`src/sv/gcm_pkg.sv`:
```
`default_nettype none

package gcm_pkg;

  // Word geometry of the coefficient stream.
  localparam int WORD_W = 64;
  // h coefficients consumed per lane step.
  localparam int STEP_BITS = 4;
  localparam int STEPS_PER_WORD = WORD_W / STEP_BITS;
  localparam int STEP_CNT_W = $clog2(STEPS_PER_WORD);

  // Configuration register.
  localparam int LOG_W = 3;
  localparam logic [LOG_W-1:0] LOG_RESET = 3'd4;

  // Basis polynomials held in every lane.
  localparam int BASIS_N = 4;
  localparam int P_F  = 0;
  localparam int P_G  = 1;
  localparam int P_BF = 2;
  localparam int P_BG = 3;

  typedef logic [BASIS_N-1:0][WORD_W-1:0] basis_t;

  typedef enum logic [1:0] {
    ST_IDLE,
    ST_CALC,
    ST_EMIT
  } state_t;

  // Per-lane control, one bundle per lane.
  typedef struct packed {
    logic                 wr;
    logic                 step;
    logic                 clear;
    logic [STEP_BITS-1:0] h0;
    logic [STEP_BITS-1:0] h1;
  } lane_ctl_t;

  // Word of (cur:prev) * X^d, taking the carried bits from the lower neighbour.
  function automatic logic [WORD_W-1:0] join_shift(
    input logic [WORD_W-1:0] cur,
    input logic [WORD_W-1:0] prev,
    input int unsigned       d
  );
    logic [2*WORD_W-1:0] t;
    t = {cur, prev} << d;
    return t[2*WORD_W-1:WORD_W];
  endfunction

endpackage

`default_nettype wire

```
`src/sv/gcm_lane.sv`:
```
`default_nettype none

// One word lane: holds basis word k of f, g, F and G, rotates it by
// STEP_BITS coefficients per step and accumulates word k of t0 and t1.
module gcm_lane (
  input  wire logic                          clk,
  input  wire gcm_pkg::lane_ctl_t            ctl,
  input  wire gcm_pkg::basis_t               wdata,
  input  wire gcm_pkg::basis_t               prev,
  output gcm_pkg::basis_t                    cur,
  output logic [gcm_pkg::WORD_W-1:0]         acc0,
  output logic [gcm_pkg::WORD_W-1:0]         acc1
);

  gcm_pkg::basis_t                basis;
  gcm_pkg::basis_t                basis_next;
  logic [gcm_pkg::WORD_W-1:0]     acc0_next;
  logic [gcm_pkg::WORD_W-1:0]     acc1_next;

  assign cur = basis;

  // Partial products for the STEP_BITS h coefficients of this step, and the
  // rotated basis for the next one.
  always_comb begin
    acc0_next = acc0;
    acc1_next = acc1;
    for (int d = 0; d < gcm_pkg::STEP_BITS; d++) begin
      if (ctl.h0[d]) begin
        acc0_next ^= gcm_pkg::join_shift(basis[gcm_pkg::P_F], prev[gcm_pkg::P_F], d);
        acc1_next ^= gcm_pkg::join_shift(basis[gcm_pkg::P_G], prev[gcm_pkg::P_G], d);
      end
      if (ctl.h1[d]) begin
        acc0_next ^= gcm_pkg::join_shift(basis[gcm_pkg::P_BF], prev[gcm_pkg::P_BF], d);
        acc1_next ^= gcm_pkg::join_shift(basis[gcm_pkg::P_BG], prev[gcm_pkg::P_BG], d);
      end
    end
    for (int p = 0; p < gcm_pkg::BASIS_N; p++) begin
      basis_next[p] = gcm_pkg::join_shift(basis[p], prev[p], gcm_pkg::STEP_BITS);
    end
  end

  // Basis words: loaded from the input, rotated in place during a product.
  // A full product rotates by the whole period, so they come back unchanged.
  always_ff @(posedge clk) begin
    if (ctl.wr) begin
      basis <= wdata;
    end else if (ctl.step) begin
      basis <= basis_next;
    end
  end

  // Product word accumulators.
  always_ff @(posedge clk) begin
    if (ctl.clear) begin
      acc0 <= '0;
      acc1 <= '0;
    end else if (ctl.step) begin
      acc0 <= acc0_next;
      acc1 <= acc1_next;
    end
  end

endmodule

`default_nettype wire

```
`config.mk`:
```
export PLATFORM = sky130hd
export DESIGN_NAME = gcm_lane
export DESIGN_NICKNAME = d
export VERILOG_FILES = /design/src/sv/gcm_pkg.sv /design/src/sv/gcm_lane.sv
export SDC_FILE = /design/constraint.sdc
export NUM_CORES = 1
export LEC_CHECK = 0
export BUFFER_PORTS_ARGS = -buffer_cell sky130_fd_sc_hd__buf_2
export CORE_AREA = 4 4 355 357
export CTS_CLUSTER_SIZE = 24
export DETAILED_ROUTE_END_ITERATION = 10
export DIE_AREA = 0 0 359 361
export PLACE_DENSITY = 0.52
export SLEW_MARGIN = 20
export SYNTH_ARGS = -nofsm -noshare
export SYNTH_HDL_FRONTEND = slang
export SYNTH_SLANG_ARGS = --single-unit
```
`constraint.sdc`:
```
create_clock -name clk -period 6.3 [get_ports clk]
set_input_delay 0 -clock clk [delete_from_list [all_inputs] [get_ports clk]]
set_output_delay 0 -clock clk [all_outputs]
set_load 0.1 [all_outputs]
```
==> impl_metrics.env <==
export IMPL_fin_crit_ns=2.94
export IMPL_routed_via_density=4.44
export IMPL_gp_congestion=0.806
export IMPL_root_buffer="clkbuf_16"
export IMPL_setup_viol=0
export IMPL_r2r_slack_ns=3.81
export IMPL_power_density_nw_per_um2=353
export IMPL_final_common_cell="nand2_1"
export IMPL_yosys_top_cells_area="edfxtp_1, xnor2_1, nand2_1"
export IMPL_grt_pass1_wl_um=173000
export IMPL_crit_fanout=57
export IMPL_p_seq_share_pct=27.3
export IMPL_drtAntennaViolNets=0
export IMPL_first_pass_iters=5
export IMPL_clock_sinks=384
export IMPL_clock_path_buffers=3
export IMPL_yosys_area_top_type="edfxtp_1"
export IMPL_grt_max_degree=157
export IMPL_die_y_um=361
export IMPL_holdPathEnd="acc1[61]"
export IMPL_ys_ff_latch=384
export IMPL_synth_top_area_share_pct=26.5
export IMPL_start_util_pct=23.6
export IMPL_p_leak_nw=16.7
export IMPL_cap_violations=0
export IMPL_drt_total_wl_um=118000
export IMPL_final_max_slew_viol_count=0
export IMPL_worstSetupStartpointType="primary input"
export IMPL_final_hold_viol_count=0
export IMPL_clock_latency_ns=0.65
export IMPL_via_count=24800
export IMPL_syn_area_per_cell_um2=9.66
export IMPL_power_mw=13.8
export IMPL_max_freq_mhz=340
export IMPL_hold_depth=5
export IMPL_drtIter0Drc=1751
export IMPL_grt_overflow_total=0
export IMPL_combPwrFrac_pct=48.4
export IMPL_ys_seq_area_share_pct=35.4
export IMPL_portBuffers=667
export IMPL_area_growth_syn_to_layout_pct=34.4
export IMPL_power_internal_mw=7.61
export IMPL_drive_gt1_share_pct=26.1
export IMPL_final_cell_mix="nand2_1, buf_2, xnor2_1, dlygate4sd3_1"
export IMPL_r2r_start="cur[0]"
export IMPL_numCtsBuffers=52
export IMPL_cp_arrival_ns=3.49
export IMPL_maxSlewHeadroom_pct=32.5
export IMPL_p_clk_share_pct=24.3
export IMPL_reg2regPathDepth=7
export IMPL_p_switching_mw=6.16
export IMPL_yosysUniqueCellTypes=15
export IMPL_htreeDepth=2
export IMPL_vdd_ir_drop_max_uv=213
export IMPL_layout_nets=4413
export IMPL_tns_ns=0
export IMPL_drc=0
export IMPL_finalCritPeriodShare_pct=46.7
export IMPL_min_delay_start="ctl[0]"
export IMPL_clk_pin_slew_ns=0.06
export IMPL_end_kind="flop"
export IMPL_tightest_slew_ns=1.01
export IMPL_hold_class="in2reg"
export IMPL_dieArea_um2=130000
export IMPL_fp_row_count=129
export IMPL_outcome="finished, final reports clean"
export IMPL_synth_nets=3525
export IMPL_die_w_um=359
export IMPL_cts_tree="built"
export IMPL_grt_pass1_vias=24600
export IMPL_worstPathRequired_ns=6.85
export IMPL_fillers=12700
export IMPL_netlist_instances=3001
export IMPL_utilization_pct=31.7
export IMPL_yosys_warnings=0
export IMPL_fin_skew_ns=0.0284
export IMPL_rsz0062_at_grt="no"
export IMPL_r2r_end="acc0[0]"
export IMPL_synth_area_um2=29000
export IMPL_io_pins=908
export IMPL_p_sw_share_pct=44.7
export IMPL_crit_type="in2reg"
export IMPL_coreArea_um2=123000
export IMPL_postCtsSetupBuffers=0
export IMPL_antenna_found_initial=29
export IMPL_wl_per_cell_um=21.1
export IMPL_dp_hpwl_um=79500
export IMPL_track_usage_pct=17.5
[state kept, by name, indices dropped and copies added (netlist names)]
signal,cells
acc1,64
acc0,64
cur,256
[cell families after synthesis]
family                    Yosys count  synth area share [%]
DFF                               384                  35.4
muxes                             256                  9.95
xor gates and xnor gates          896                  33.2
and+or+nand+nor                  1153                  14.9
buffers and inverters             184                  3.27
AOI/OAI and AO/OA                 128                  3.32
[routing by layer]
metal / share of wire [%] / vias up / track usage (%)
li1: - / 11600 / -
met1: 45 / 12100 / 23.9
met2: 45 / 923 / 27.7
met3: 8.0 / 149 / 4.13
met4: 2.5 / 14 / 4.80
met5: 0.074 / - / 0
[per-stage QoR]
step | cell area [um2] | std cells | hold slack (ns) | setup WS (ns)
floorplan | 29000 | 3001 | 0.220 | 1.80
global placement | 33700 | 5141 | 0.302 | 3.67
detailed placement | 33700 | 5141 | 0.305 | 3.65
CTS | 38900 | 5569 | 0.0195 | 3.46
global route | 38900 | 5570 | 0.0860 | 3.33
finish | 38900 | 5584 | 0.0820 | 3.36
[critical path, stage by stage]
cell and delay, ns:
dlygate4sd3_1 0.56, buf_6 0.30, buf_4 0.68, nand2_1 0.15, xnor2_1 0.17, dlygate4sd3_1 0.58
xnor2_1 0.13, dlygate4sd3_1 0.56, a211oi_1 0.22
[cell type report]
| class | count | area (um2) | area share (%) |
|---|---|---|---|
| Sequential cell | 384 | 10200 | 26.3 |
| Clock buffer | 69 | 1420 | 3.64 |
| Clock inverter | 28 | 463 | 1.19 |
| Timing Repair Buffer | 1018 | 6940 | 17.8 |
| Multi-Input combinational cell | 2433 | 17800 | 45.7 |
| Tap cell | 1637 | 2050 | 5.26 |
| Antenna cell | 15 | 37.5 | 0.0964 |
[worst max path at each step]
stage | startpoint | endpoint | depth (start not counted)
after floorplan | ctl[10] | cur[0] | 4
final | ctl[5] | acc0[0] | 9
after detailed placement | ctl[7] | acc1[54] | 7
after global placement | ctl[7] | acc1[54] | 7
after global routing | ctl[5] | acc0[0] | 9
after CTS | ctl[5] | acc0[0] | 9
[synth_stat cells, drive strengths merged]
cell / instances
nand2: 1024
xnor2: 512
edfxtp: 256
mux2: 256
xor2: 256
a211oi: 128
dfxtp: 128
nor2: 128
xnor3: 128
buf: 100
clkbuf: 84
or2: 1
[power groups by stage]
stage	Combinational [mW]	Clock [mW]	Sequential (mW)
5_1_grt	7.04	3.55	3.81
4_1_cts	6.71	3.47	3.76
2_1_floorplan	2.99	0	6.11
3_5_place_dp	6.49	0	3.81
6_report	6.67	3.34	3.75
3_3_place_gp	6.46	0	3.81
[what timing repair did]
action / 4_1_cts / 5_1_grt
hold buffers: 331 / 0
gates resized for setup: 0 / 0
hold endpoints to repair: 365 / 0
Power figures use the tool's default switching activity.
